## src/rtl/gls_pkg.sv

```systemverilog
package gls_pkg;

    // Default sizes
    localparam int MAX_QUBITS_DEF = 64;
    localparam int MAX_LAYERS_DEF = 256;

    // Field widths
    localparam int CMD_W      = 3;
    localparam int Q_W        = 6;
    localparam int CAP_W      = 12;
    localparam int NQ_W       = 7;
    localparam int GW         = 12;
    localparam int ERR_W      = 3;
    localparam int KIND_W     = 2;
    localparam int LAYER_W    = 8;
    localparam int COUNT_W    = 9;
    localparam int CFG_IDX_W  = 1;
    localparam int CFG_DATA_W = 12;

    // Configuration register indexes
    localparam logic [CFG_IDX_W-1:0] CFG_MAX_GATES  = 1'd0;
    localparam logic [CFG_IDX_W-1:0] CFG_NUM_QUBITS = 1'd1;

    typedef enum logic [CMD_W-1:0] {
        CMD_BARRIER = 3'd0,
        CMD_PARTIAL = 3'd1,
        CMD_GLOBAL  = 3'd2,
        CMD_SINGLE  = 3'd3,
        CMD_CZ      = 3'd4,
        CMD_UNSUP   = 3'd5,
        CMD_START   = 3'd6
    } cmd_t;

    typedef enum logic [ERR_W-1:0] {
        ERR_OK       = 3'd0,
        ERR_PARTIAL  = 3'd1,
        ERR_UNSUP    = 3'd2,
        ERR_RANGE    = 3'd3,
        ERR_OVERFLOW = 3'd4
    } err_t;

    typedef enum logic [KIND_W-1:0] {
        KIND_NONE   = 2'd0,
        KIND_SINGLE = 2'd1,
        KIND_TWO    = 2'd2
    } kind_t;

    // Result selection handed from controller to datapath
    typedef enum logic [2:0] {
        RES_NONE,
        RES_ERR_PARTIAL,
        RES_ERR_UNSUP,
        RES_ERR_RANGE,
        RES_ERR_OVERFLOW,
        RES_SINGLE,
        RES_CZ
    } res_t;

    typedef enum logic [1:0] {
        ADDR_IDX,
        ADDR_QA,
        ADDR_QB
    } nfl_addr_t;

    typedef enum logic [1:0] {
        WD_LAY,
        WD_LAY_INC,
        WD_ZERO
    } nfl_wd_t;

    typedef struct packed {
        logic      capture;
        logic      lay_clr;
        logic      lay_open;
        logic      lay_max;
        logic      lay_inc;
        logic      open_clr;
        logic      open_inc;
        logic      idx_clr;
        logic      idx_inc;
        logic      nfl_rd;
        logic      nfl_wr;
        nfl_addr_t nfl_addr;
        nfl_wd_t   nfl_wd;
        logic      g_wr_inc;
        logic      g_wr_new;
        logic      out_load;
        res_t      res;
    } ctrl_cmd_t;

    typedef struct packed {
        cmd_t cmd;
        logic oor_a;
        logic oor_b;
        logic idx_lt_n;
        logic idx_lt_all;
        logic rd_pend;
        logic lay_lt_open;
        logic full;
        logic open_at_max;
        logic out_free;
    } ctrl_stat_t;

endpackage

```

## src/rtl/gls_ram.sv

```systemverilog
module gls_ram #(
    parameter int WIDTH = 8,
    parameter int DEPTH = 64
) (
    input  logic                     aclk,
    input  logic                     we,
    input  logic [$clog2(DEPTH)-1:0] waddr,
    input  logic [WIDTH-1:0]         wdata,
    input  logic [$clog2(DEPTH)-1:0] raddr,
    output logic [WIDTH-1:0]         rdata
);

    logic [WIDTH-1:0] mem [DEPTH];
    logic [WIDTH-1:0] rdata_reg;

    always_ff @(posedge aclk) begin
        if (we) begin
            mem[waddr] <= wdata;
        end
        rdata_reg <= mem[raddr];
    end

    assign rdata = rdata_reg;

endmodule

```

## src/rtl/gls_dp.sv

```systemverilog
module gls_dp #(
    parameter int MAX_QUBITS = gls_pkg::MAX_QUBITS_DEF,
    parameter int MAX_LAYERS = gls_pkg::MAX_LAYERS_DEF
) (
    input  logic                            aclk,
    input  logic                            aresetn,
    input  logic                            cfg_we,
    input  logic [gls_pkg::CFG_IDX_W-1:0]   cfg_index,
    input  logic [gls_pkg::CFG_DATA_W-1:0]  cfg_data,
    input  logic [gls_pkg::CMD_W-1:0]       s_cmd,
    input  logic [gls_pkg::Q_W-1:0]         s_qubit_a,
    input  logic [gls_pkg::Q_W-1:0]         s_qubit_b,
    input  logic                            m_ready,
    output logic                            m_valid,
    output logic [gls_pkg::ERR_W-1:0]       m_error,
    output logic [gls_pkg::KIND_W-1:0]      m_list_kind,
    output logic [gls_pkg::LAYER_W-1:0]     m_layer,
    output logic [gls_pkg::Q_W-1:0]         m_qubit_low,
    output logic [gls_pkg::Q_W-1:0]         m_qubit_high,
    output logic [gls_pkg::COUNT_W-1:0]     m_layer_count,
    input  gls_pkg::ctrl_cmd_t              ctl,
    output gls_pkg::ctrl_stat_t             stat
);
    import gls_pkg::*;

    localparam int QW = $clog2(MAX_QUBITS);
    localparam int CW = $clog2(MAX_QUBITS + 1);
    localparam int LW = $clog2(MAX_LAYERS);

    logic [CAP_W-1:0]   cap_reg, cap_next;
    logic [NQ_W-1:0]    nq_reg, nq_next;
    cmd_t               cmd_reg, cmd_next;
    logic [Q_W-1:0]     qa_reg, qa_next, qb_reg, qb_next;
    logic [CW-1:0]      idx_reg, idx_next;
    logic [LW-1:0]      lay_reg, lay_next;
    logic [LW-1:0]      open_reg, open_next;
    logic               rd_pend_reg, rd_pend_next;
    logic               m_valid_reg, m_valid_next;
    logic [ERR_W-1:0]   err_reg, err_next;
    logic [KIND_W-1:0]  kind_reg, kind_next;
    logic [LAYER_W-1:0] layer_reg, layer_next;
    logic [Q_W-1:0]     qlo_reg, qlo_next, qhi_reg, qhi_next;
    logic [COUNT_W-1:0] cnt_reg, cnt_next;

    logic [CW-1:0]  n_eff;
    logic [QW-1:0]  nfl_addr;
    logic [LW-1:0]  nfl_wdata, nfl_rdata;
    logic           g_we;
    logic [LW-1:0]  g_waddr;
    logic [GW-1:0]  g_wdata, g_rdata;
    logic [Q_W-1:0] q_min, q_max;

    // Effective qubit count: the register value, saturated at the array size
    assign n_eff = (32'(nq_reg) > MAX_QUBITS) ? CW'(MAX_QUBITS) : CW'(nq_reg);

    always_comb begin
        case (ctl.nfl_addr)
            ADDR_QA: nfl_addr = QW'(qa_reg);
            ADDR_QB: nfl_addr = QW'(qb_reg);
            default: nfl_addr = idx_reg[QW-1:0];
        endcase
        case (ctl.nfl_wd)
            WD_LAY_INC: nfl_wdata = lay_reg + LW'(1);
            WD_ZERO:    nfl_wdata = '0;
            default:    nfl_wdata = lay_reg;
        endcase
    end

    gls_ram #(.WIDTH(LW), .DEPTH(MAX_QUBITS)) u_nfl_ram (
        .aclk  (aclk),
        .we    (ctl.nfl_wr),
        .waddr (nfl_addr),
        .wdata (nfl_wdata),
        .raddr (nfl_addr),
        .rdata (nfl_rdata)
    );

    // A freshly opened layer starts with this gate, so no clearing is needed
    assign g_we    = ctl.g_wr_inc | ctl.g_wr_new;
    assign g_waddr = ctl.g_wr_new ? open_reg : lay_reg;
    assign g_wdata = ctl.g_wr_new ? GW'(1) : g_rdata + GW'(1);

    gls_ram #(.WIDTH(GW), .DEPTH(MAX_LAYERS)) u_gates_ram (
        .aclk  (aclk),
        .we    (g_we),
        .waddr (g_waddr),
        .wdata (g_wdata),
        .raddr (lay_reg),
        .rdata (g_rdata)
    );

    assign q_min = (qa_reg < qb_reg) ? qa_reg : qb_reg;
    assign q_max = (qa_reg < qb_reg) ? qb_reg : qa_reg;

    always_comb begin
        cap_next     = cap_reg;
        nq_next      = nq_reg;
        cmd_next     = cmd_reg;
        qa_next      = qa_reg;
        qb_next      = qb_reg;
        idx_next     = idx_reg;
        lay_next     = lay_reg;
        open_next    = open_reg;
        rd_pend_next = ctl.nfl_rd;
        m_valid_next = m_valid_reg;
        err_next     = err_reg;
        kind_next    = kind_reg;
        layer_next   = layer_reg;
        qlo_next     = qlo_reg;
        qhi_next     = qhi_reg;
        cnt_next     = cnt_reg;

        if (cfg_we) begin
            case (cfg_index)
                CFG_MAX_GATES:  cap_next = cfg_data[CAP_W-1:0];
                CFG_NUM_QUBITS: nq_next  = cfg_data[NQ_W-1:0];
                default: ;
            endcase
        end

        if (ctl.capture) begin
            cmd_next = cmd_t'(s_cmd);
            qa_next  = s_qubit_a;
            qb_next  = s_qubit_b;
        end

        if (ctl.idx_clr) begin
            idx_next = '0;
        end else if (ctl.idx_inc) begin
            idx_next = idx_reg + CW'(1);
        end

        if (ctl.lay_clr) begin
            lay_next = '0;
        end else if (ctl.lay_open) begin
            lay_next = open_reg;
        end else if (ctl.lay_inc) begin
            lay_next = lay_reg + LW'(1);
        end else if (ctl.lay_max && rd_pend_reg && nfl_rdata > lay_reg) begin
            lay_next = nfl_rdata;
        end

        if (ctl.open_clr) begin
            open_next = '0;
        end else if (ctl.open_inc) begin
            open_next = open_reg + LW'(1);
        end

        if (m_ready) begin
            m_valid_next = 1'b0;
        end
        if (ctl.out_load) begin
            m_valid_next = 1'b1;
            err_next     = ERR_OK;
            kind_next    = KIND_NONE;
            layer_next   = '0;
            qlo_next     = '0;
            qhi_next     = '0;
            cnt_next     = COUNT_W'(open_reg);
            case (ctl.res)
                RES_ERR_PARTIAL:  err_next = ERR_PARTIAL;
                RES_ERR_UNSUP:    err_next = ERR_UNSUP;
                RES_ERR_RANGE:    err_next = ERR_RANGE;
                RES_ERR_OVERFLOW: err_next = ERR_OVERFLOW;
                RES_SINGLE: begin
                    kind_next  = KIND_SINGLE;
                    layer_next = LAYER_W'(lay_reg);
                end
                RES_CZ: begin
                    kind_next  = KIND_TWO;
                    layer_next = LAYER_W'(lay_reg);
                    qlo_next   = q_min;
                    qhi_next   = q_max;
                end
                default: ;
            endcase
        end
    end

    always_ff @(posedge aclk) begin
        if (!aresetn) begin
            cap_reg     <= CAP_W'(1);
            nq_reg      <= NQ_W'(64);
            idx_reg     <= '0;
            open_reg    <= '0;
            rd_pend_reg <= 1'b0;
            m_valid_reg <= 1'b0;
        end else begin
            cap_reg     <= cap_next;
            nq_reg      <= nq_next;
            idx_reg     <= idx_next;
            open_reg    <= open_next;
            rd_pend_reg <= rd_pend_next;
            m_valid_reg <= m_valid_next;
        end
        cmd_reg   <= cmd_next;
        qa_reg    <= qa_next;
        qb_reg    <= qb_next;
        lay_reg   <= lay_next;
        err_reg   <= err_next;
        kind_reg  <= kind_next;
        layer_reg <= layer_next;
        qlo_reg   <= qlo_next;
        qhi_reg   <= qhi_next;
        cnt_reg   <= cnt_next;
    end

    assign stat.cmd         = cmd_reg;
    assign stat.oor_a       = 32'(qa_reg) >= 32'(n_eff);
    assign stat.oor_b       = 32'(qb_reg) >= 32'(n_eff);
    assign stat.idx_lt_n    = idx_reg < n_eff;
    assign stat.idx_lt_all  = 32'(idx_reg) < MAX_QUBITS;
    assign stat.rd_pend     = rd_pend_reg;
    assign stat.lay_lt_open = lay_reg < open_reg;
    assign stat.full        = g_rdata >= cap_reg;
    assign stat.open_at_max = 32'(open_reg) >= MAX_LAYERS - 1;
    assign stat.out_free    = !m_valid_reg || m_ready;

    assign m_valid       = m_valid_reg;
    assign m_error       = err_reg;
    assign m_list_kind   = kind_reg;
    assign m_layer       = layer_reg;
    assign m_qubit_low   = qlo_reg;
    assign m_qubit_high  = qhi_reg;
    assign m_layer_count = cnt_reg;

endmodule

```

## src/rtl/gls_ctrl.sv

```systemverilog
module gls_ctrl (
    input  logic                 aclk,
    input  logic                 aresetn,
    input  logic                 s_valid,
    output logic                 s_ready,
    input  gls_pkg::ctrl_stat_t  stat,
    output gls_pkg::ctrl_cmd_t   ctl
);
    import gls_pkg::*;

    typedef enum logic [3:0] {
        ST_INIT,
        ST_IDLE,
        ST_DISPATCH,
        ST_SG_WAIT,
        ST_CZ_B,
        ST_CZ_C,
        ST_SKIP,
        ST_SKIP_CHK,
        ST_OPEN,
        ST_UPD_A,
        ST_UPD_B,
        ST_SCAN,
        ST_SWEEP,
        ST_CLEAR,
        ST_FINISH
    } state_t;

    state_t state_reg, state_next;
    res_t   res_reg, res_next;

    always_comb begin
        state_next = state_reg;
        res_next   = res_reg;
        ctl        = '0;
        ctl.res    = res_reg;

        case (state_reg)
            ST_INIT: begin
                if (stat.idx_lt_all) begin
                    ctl.nfl_wr  = 1'b1;
                    ctl.nfl_wd  = WD_ZERO;
                    ctl.idx_inc = 1'b1;
                end else begin
                    state_next = ST_IDLE;
                end
            end
            ST_IDLE: begin
                if (s_valid) begin
                    ctl.capture = 1'b1;
                    state_next  = ST_DISPATCH;
                end
            end
            ST_DISPATCH: begin
                case (stat.cmd)
                    CMD_BARRIER: begin
                        ctl.lay_open = 1'b1;
                        ctl.idx_clr  = 1'b1;
                        res_next     = RES_NONE;
                        state_next   = ST_SWEEP;
                    end
                    CMD_PARTIAL: begin
                        res_next   = RES_ERR_PARTIAL;
                        state_next = ST_FINISH;
                    end
                    CMD_GLOBAL: begin
                        ctl.lay_clr = 1'b1;
                        ctl.idx_clr = 1'b1;
                        res_next    = RES_SINGLE;
                        state_next  = ST_SCAN;
                    end
                    CMD_SINGLE: begin
                        if (stat.oor_a) begin
                            res_next   = RES_ERR_RANGE;
                            state_next = ST_FINISH;
                        end else begin
                            ctl.nfl_rd   = 1'b1;
                            ctl.nfl_addr = ADDR_QA;
                            ctl.lay_clr  = 1'b1;
                            res_next     = RES_SINGLE;
                            state_next   = ST_SG_WAIT;
                        end
                    end
                    CMD_CZ: begin
                        if (stat.oor_a || stat.oor_b) begin
                            res_next   = RES_ERR_RANGE;
                            state_next = ST_FINISH;
                        end else begin
                            ctl.nfl_rd   = 1'b1;
                            ctl.nfl_addr = ADDR_QA;
                            ctl.lay_clr  = 1'b1;
                            res_next     = RES_CZ;
                            state_next   = ST_CZ_B;
                        end
                    end
                    CMD_START: begin
                        ctl.open_clr = 1'b1;
                        ctl.idx_clr  = 1'b1;
                        res_next     = RES_NONE;
                        state_next   = ST_CLEAR;
                    end
                    default: begin
                        res_next   = RES_ERR_UNSUP;
                        state_next = ST_FINISH;
                    end
                endcase
            end
            ST_SG_WAIT: begin
                ctl.lay_max = 1'b1;
                state_next  = ST_FINISH;
            end
            ST_CZ_B: begin
                ctl.lay_max  = 1'b1;
                ctl.nfl_rd   = 1'b1;
                ctl.nfl_addr = ADDR_QB;
                state_next   = ST_CZ_C;
            end
            ST_CZ_C: begin
                ctl.lay_max = 1'b1;
                state_next  = ST_SKIP;
            end
            ST_SKIP: begin
                // layer count RAM is read at the candidate layer every cycle
                state_next = stat.lay_lt_open ? ST_SKIP_CHK : ST_OPEN;
            end
            ST_SKIP_CHK: begin
                if (stat.full) begin
                    ctl.lay_inc = 1'b1;
                    state_next  = ST_SKIP;
                end else begin
                    ctl.g_wr_inc = 1'b1;
                    state_next   = ST_UPD_A;
                end
            end
            ST_OPEN: begin
                if (stat.open_at_max) begin
                    res_next   = RES_ERR_OVERFLOW;
                    state_next = ST_FINISH;
                end else begin
                    ctl.g_wr_new = 1'b1;
                    ctl.lay_open = 1'b1;
                    ctl.open_inc = 1'b1;
                    state_next   = ST_UPD_A;
                end
            end
            ST_UPD_A: begin
                ctl.nfl_wr   = 1'b1;
                ctl.nfl_addr = ADDR_QA;
                ctl.nfl_wd   = WD_LAY_INC;
                state_next   = ST_UPD_B;
            end
            ST_UPD_B: begin
                ctl.nfl_wr   = 1'b1;
                ctl.nfl_addr = ADDR_QB;
                ctl.nfl_wd   = WD_LAY_INC;
                state_next   = ST_FINISH;
            end
            ST_SCAN: begin
                // reads are pipelined; the running max is updated from each read in the following cycle
                ctl.lay_max = 1'b1;
                if (stat.idx_lt_n) begin
                    ctl.nfl_rd  = 1'b1;
                    ctl.idx_inc = 1'b1;
                end else if (!stat.rd_pend) begin
                    ctl.idx_clr = 1'b1;
                    state_next  = ST_SWEEP;
                end
            end
            ST_SWEEP: begin
                if (stat.idx_lt_n) begin
                    ctl.nfl_wr  = 1'b1;
                    ctl.nfl_wd  = WD_LAY;
                    ctl.idx_inc = 1'b1;
                end else begin
                    state_next = ST_FINISH;
                end
            end
            ST_CLEAR: begin
                if (stat.idx_lt_all) begin
                    ctl.nfl_wr  = 1'b1;
                    ctl.nfl_wd  = WD_ZERO;
                    ctl.idx_inc = 1'b1;
                end else begin
                    state_next = ST_FINISH;
                end
            end
            ST_FINISH: begin
                if (stat.out_free) begin
                    ctl.out_load = 1'b1;
                    state_next   = ST_IDLE;
                end
            end
            default: begin
                state_next = ST_IDLE;
            end
        endcase
    end

    always_ff @(posedge aclk) begin
        if (!aresetn) begin
            state_reg <= ST_INIT;
            res_reg   <= RES_NONE;
        end else begin
            state_reg <= state_next;
            res_reg   <= res_next;
        end
    end

    assign s_ready = (state_reg == ST_IDLE);

endmodule

```

## src/rtl/gate_layer_scheduler_top.sv

```systemverilog
// One operation in flight; the next transfer is taken the cycle after the result is loaded
// into the output register. Reset is synchronous, active low; a clearing pass over the
// per-qubit layer RAM follows, s_ready low.
module gate_layer_scheduler_top #(
    parameter int MAX_QUBITS = gls_pkg::MAX_QUBITS_DEF,
    parameter int MAX_LAYERS = gls_pkg::MAX_LAYERS_DEF
) (
    input  logic                            aclk,
    input  logic                            aresetn,
    input  logic                            cfg_we,
    input  logic [gls_pkg::CFG_IDX_W-1:0]   cfg_index,
    input  logic [gls_pkg::CFG_DATA_W-1:0]  cfg_data,
    input  logic                            s_valid,
    output logic                            s_ready,
    input  logic [gls_pkg::CMD_W-1:0]       s_cmd,
    input  logic [gls_pkg::Q_W-1:0]         s_qubit_a,
    input  logic [gls_pkg::Q_W-1:0]         s_qubit_b,
    output logic                            m_valid,
    input  logic                            m_ready,
    output logic [gls_pkg::ERR_W-1:0]       m_error,
    output logic [gls_pkg::KIND_W-1:0]      m_list_kind,
    output logic [gls_pkg::LAYER_W-1:0]     m_layer,
    output logic [gls_pkg::Q_W-1:0]         m_qubit_low,
    output logic [gls_pkg::Q_W-1:0]         m_qubit_high,
    output logic [gls_pkg::COUNT_W-1:0]     m_layer_count
);
    import gls_pkg::*;

    ctrl_cmd_t  ctl;
    ctrl_stat_t stat;

    gls_ctrl u_ctrl (
        .aclk    (aclk),
        .aresetn (aresetn),
        .s_valid (s_valid),
        .s_ready (s_ready),
        .stat    (stat),
        .ctl     (ctl)
    );

    gls_dp #(.MAX_QUBITS(MAX_QUBITS), .MAX_LAYERS(MAX_LAYERS)) u_dp (
        .aclk          (aclk),
        .aresetn       (aresetn),
        .cfg_we        (cfg_we),
        .cfg_index     (cfg_index),
        .cfg_data      (cfg_data),
        .s_cmd         (s_cmd),
        .s_qubit_a     (s_qubit_a),
        .s_qubit_b     (s_qubit_b),
        .m_ready       (m_ready),
        .m_valid       (m_valid),
        .m_error       (m_error),
        .m_list_kind   (m_list_kind),
        .m_layer       (m_layer),
        .m_qubit_low   (m_qubit_low),
        .m_qubit_high  (m_qubit_high),
        .m_layer_count (m_layer_count),
        .ctl           (ctl),
        .stat          (stat)
    );

endmodule

```

## config.mk

```make
export PLATFORM = sky130hd
export DESIGN_NAME = gate_layer_scheduler_top
export DESIGN_NICKNAME = d
export VERILOG_FILES = /design/src/rtl/gls_pkg.sv /design/src/rtl/gls_ram.sv /design/src/rtl/gls_dp.sv /design/src/rtl/gls_ctrl.sv /design/src/rtl/gate_layer_scheduler_top.sv
export SDC_FILE = /design/constraint.sdc
export NUM_CORES = 2
export LEC_CHECK = 0
export BUFFER_PORTS_ARGS = -buffer_cell sky130_fd_sc_hd__buf_4
export CORE_ASPECT_RATIO = 0.8
export CORE_MARGIN = 2
export CORE_UTILIZATION = 55
export DETAILED_ROUTE_END_ITERATION = 8
export GPL_TIMING_DRIVEN = 1
export PLACE_DENSITY_LB_ADDON = 0.12
export SETUP_SLACK_MARGIN = 0.3
export SLEW_MARGIN = 20
export SYNTH_ARGS = -nofsm -noshare
export SYNTH_HDL_FRONTEND = slang
export SYNTH_SLANG_ARGS = --single-unit
export TNS_END_PERCENT = 5
```

## constraint.sdc

```tcl
create_clock -name aclk -period 9 [get_ports aclk]
set_input_delay 0.45 -clock aclk [delete_from_list [all_inputs] [get_ports aclk]]
set_output_delay 0.45 -clock aclk [all_outputs]
set_load 0.02 [all_outputs]
```

==> flow_metrics.env <==
export IMPL_ctsResizeCount=0
export IMPL_yosys_area_top_type="edfxtp_1"
export IMPL_syn2layout_area_growth_pct=12.4
export IMPL_grt_overflow_total=0
export IMPL_arrival_ns=6.58
export IMPL_cp_top_family="simple AND/OR/NAND/NOR gates"
export IMPL_synth_distinct_cells=82
export IMPL_fin_cells=10929
export IMPL_synthCells=6856
export IMPL_grt_first_pass_wirelength_um=520000
export IMPL_clkSinkCount=3703
export IMPL_final_util=0.622
export IMPL_wl_per_cell_um=33.3
export IMPL_setup_viol=0
export IMPL_ctsHoldBuffers=45
export IMPL_fin_skew_ns=0.0505
export IMPL_synthArstFlopShare=0
export IMPL_min_from="s_qubit_b[1]"
export IMPL_coreArea_um2=259000
export IMPL_power_density_nw_per_um2=343
export IMPL_drtAntennaViolNets=0
export IMPL_synthTopCellsByArea="edfxtp_1, mux4_2, a22oi_1"
export IMPL_wl_um=364000
export IMPL_viasPerCell=6.68
export IMPL_fill_cells=17740
export IMPL_fp_dieH_um=460
export IMPL_drc=0
export IMPL_start_util=0.553
export IMPL_p_leak_nw=49.2
export IMPL_dieArea_um2=264000
export IMPL_dpl_hpwl_um=212000
export IMPL_place_inst=10242
export IMPL_ys_seq_area_frac=0.772
export IMPL_clkLatencyLatePin_ns=0.90
export IMPL_setup_tns_ns=0
export IMPL_rsz0062_at_grt="false"
export IMPL_cp_start_kind="flip-flop"
export IMPL_cp_cell_sequence="inv_1, nand2_1, ha_1, a21o_1, a21o_1, a211o_1, nand2_1, o21ai_0, o22ai_1, nor2b_1, ha_1, a221oi_1, or2_1, nand3_1, nor3_1"
export IMPL_ctsRootBufferMaster="clkbuf_16"
export IMPL_synth_enable_flop_cells=3632
export IMPL_cp_required_ns=9.50
export IMPL_final_nets=7273
export IMPL_slowest_stage="nor3_1"
export IMPL_crit_fanout=19
export IMPL_hold_ws_ns=0.304
export IMPL_clk_pin_slew_ns=0.07
export IMPL_gp_congestion=0.931
export IMPL_grtUsageTotal=0.275
export IMPL_min_period_over_period=0.675
export IMPL_largest_reg_flops=3072
export IMPL_synth_seq_cells=3703
export IMPL_cpPeakStageDelay_ns=1.14
export IMPL_yosys_warnings=0
export IMPL_syn_area_per_cell_um2=20.9
export IMPL_synthFlopType="edfxtp_1"
export IMPL_status="finished, final reports clean"
export IMPL_ioPinCount=69
export IMPL_netlist_area_um2=143000
export IMPL_grt_pass1_vias=70230
export IMPL_cts_setup_buffers=0
export IMPL_end_kind="flip-flop"
export IMPL_slew_violations=0
export IMPL_max_slew_worst_pin_slew_ns=1.36
export IMPL_cp_num_buf_inv=1
export IMPL_synthTopCellsByCount="edfxtp_1, mux4_2, a22oi_1, nor2_1, nand2_1"
export IMPL_rr_worst_depth=15
export IMPL_dpl_worst_slack_ns=2.98
export IMPL_rrSetupSlack_ns=2.92
export IMPL_grt_max_degree=208
export IMPL_dr_total_vias=72982
export IMPL_clock_fmax_mhz=165
export IMPL_hold_end="u_dp.qb_reg[1]"
export IMPL_hp_class="in2reg"
export IMPL_portBuffers=67
export IMPL_row_count=167
export IMPL_yosysTopAreaCellShare=0.762
export IMPL_r2r_start="u_dp.nq_reg[6]"
export IMPL_finalHoldViolCount=0
export IMPL_min_path_cells=2
export IMPL_dr_pass1_iters=6
export IMPL_top_register="u_dp.u_gates_ram.mem"
export IMPL_cts_tree="done"
export IMPL_maxCapViolCount=0
export IMPL_layout_setup_ws_ns=2.92
export IMPL_antenna_found_initial=19
export IMPL_cts_made_buffers=357
export IMPL_dieWidth_um=574
export IMPL_rr_endpoint="u_dp.u_nfl_ram.mem[53][7]"
export IMPL_critPathKind="reg2reg"
export IMPL_drtIter0Drc=10431
export IMPL_clockBufferDepth=4
export IMPL_vdd_drop_max_uv=530
export IMPL_synth_fp_nets=6945
export IMPL_yosysMostFrequentCell="edfxtp_1"
export IMPL_reg_largest_list="u_dp.u_gates_ram.mem: 3072 flops, u_dp.u_nfl_ram.mem: 512 flops"
export IMPL_drive_above_1_share=0.250
export IMPL_cts_htree_levels=5
export IMPL_slew_headroom=0.0958
export IMPL_min_period_ns=6.08
[where the power goes]
part | internal, W | leakage (nW) | switching, W | total, W
clock | 0.00867 | 5.64 | 0.00629 | 0.0150
combinational | 0.00509 | 10.3 | 0.0117 | 0.0167
sequential | 0.0231 | 33.3 | 0.000449 | 0.0235
[worst max path at each step]
stage,start,end,slack [ns],cells after the start
global route,u_dp.nq_reg[6],u_dp.u_nfl_ram.mem[5][7],2.54,14
detailed placement,u_dp.nq_reg[6],u_dp.u_nfl_ram.mem[61][7],2.98,15
CTS,u_dp.nq_reg[6],u_dp.u_nfl_ram.mem[61][2],3.00,15
global placement,u_dp.nq_reg[6],u_dp.u_nfl_ram.mem[5][1],3.14,14
finish,u_dp.nq_reg[6],u_dp.u_nfl_ram.mem[53][7],2.92,15
floorplan,u_dp.open_reg[1],u_dp.u_gates_ram.mem[0][9],-0.78,6
[worst register-to-register path: stages, from the launching register on]
cell      delay, ns
dfxtp_1        0.36
inv_1          0.20
nand2_1        0.16
ha_1           0.32
a21o_1         0.18
a21o_1         0.19
a211o_1        0.33
nand2_1        0.13
o21ai_0        0.13
o22ai_1        0.22
nor2b_1        0.19
ha_1           0.42
a221oi_1       0.41
or2_1          0.48
nand3_1        0.82
nor3_1         1.14
[layout by cell type, fill, tap and decap left out, drive strengths merged, types with 12 or more instances in the layout]
cell type    instances
nand2              185
edfxtp            3632
nor2               326
nand3              117
a41oi               48
o221ai              50
bufinv              45
inv                 51
nor3                86
nor2b               24
clkbuf             421
clkinvlp            12
a21boi              21
o22ai               43
a22o                34
a211oi              16
or3                 22
and2                14
a221oi              20
clkinv             153
a21o                12
dlygate4sd3         45
a31o                16
a21oi              115
nand4               25
mux4               804
ha                  56
xnor2               17
buf                318
a22oi              349
mux2i              132
a31oi               33
o21ai               37
dfxtp               71
[per-stage QoR]
step / total power, W / cell area, µm²
finish: 0.0552 / 161000
global route: 0.0569 / 161000
CTS: 0.0553 / 161000
detailed placement: 0.0405 / 149000
global placement: 0.0400 / 148000
floorplan: 0.0344 / 143000
[cell families (layout without fill, tap and decap cells)]
kind of cell             after synthesis  count (layout)  synth area share
flip-flops                          3703            3703             0.772
multiplexers                         936             936             0.136
AO/OA/AOI/OAI                        852             852            0.0435
AND/OR/NAND/NOR                      846             846            0.0270
buffers and inverters                440            1045            0.0150
adder cells (fa/ha/maj)               56              56           0.00490
XOR/XNOR                              22              22           0.00135
other                                  1               5         0.0000262
[layer usage]
layer  part of all wire  up-vias  GRT usage
met5            0.00077        -          0
met4              0.024        6     0.0615
met3               0.11      564     0.0617
met2               0.44     4116      0.389
met1               0.43    38737      0.439
li1                   -    29559          -
[final cells by class]
class                   instances  area, µm²  area share
diodes                          4       10.0   0.0000623
clock buffers                 421       9300      0.0579
clock inverters               215       2230      0.0139
inverters                      46        180     0.00112
multi-input cells            2713      31100       0.194
flip-flops and latches       3703     111000       0.687
well taps                    3464       4330      0.0270
repair buffers                363       3090      0.0192
Note: power is estimated with default switching activity, not from simulation.
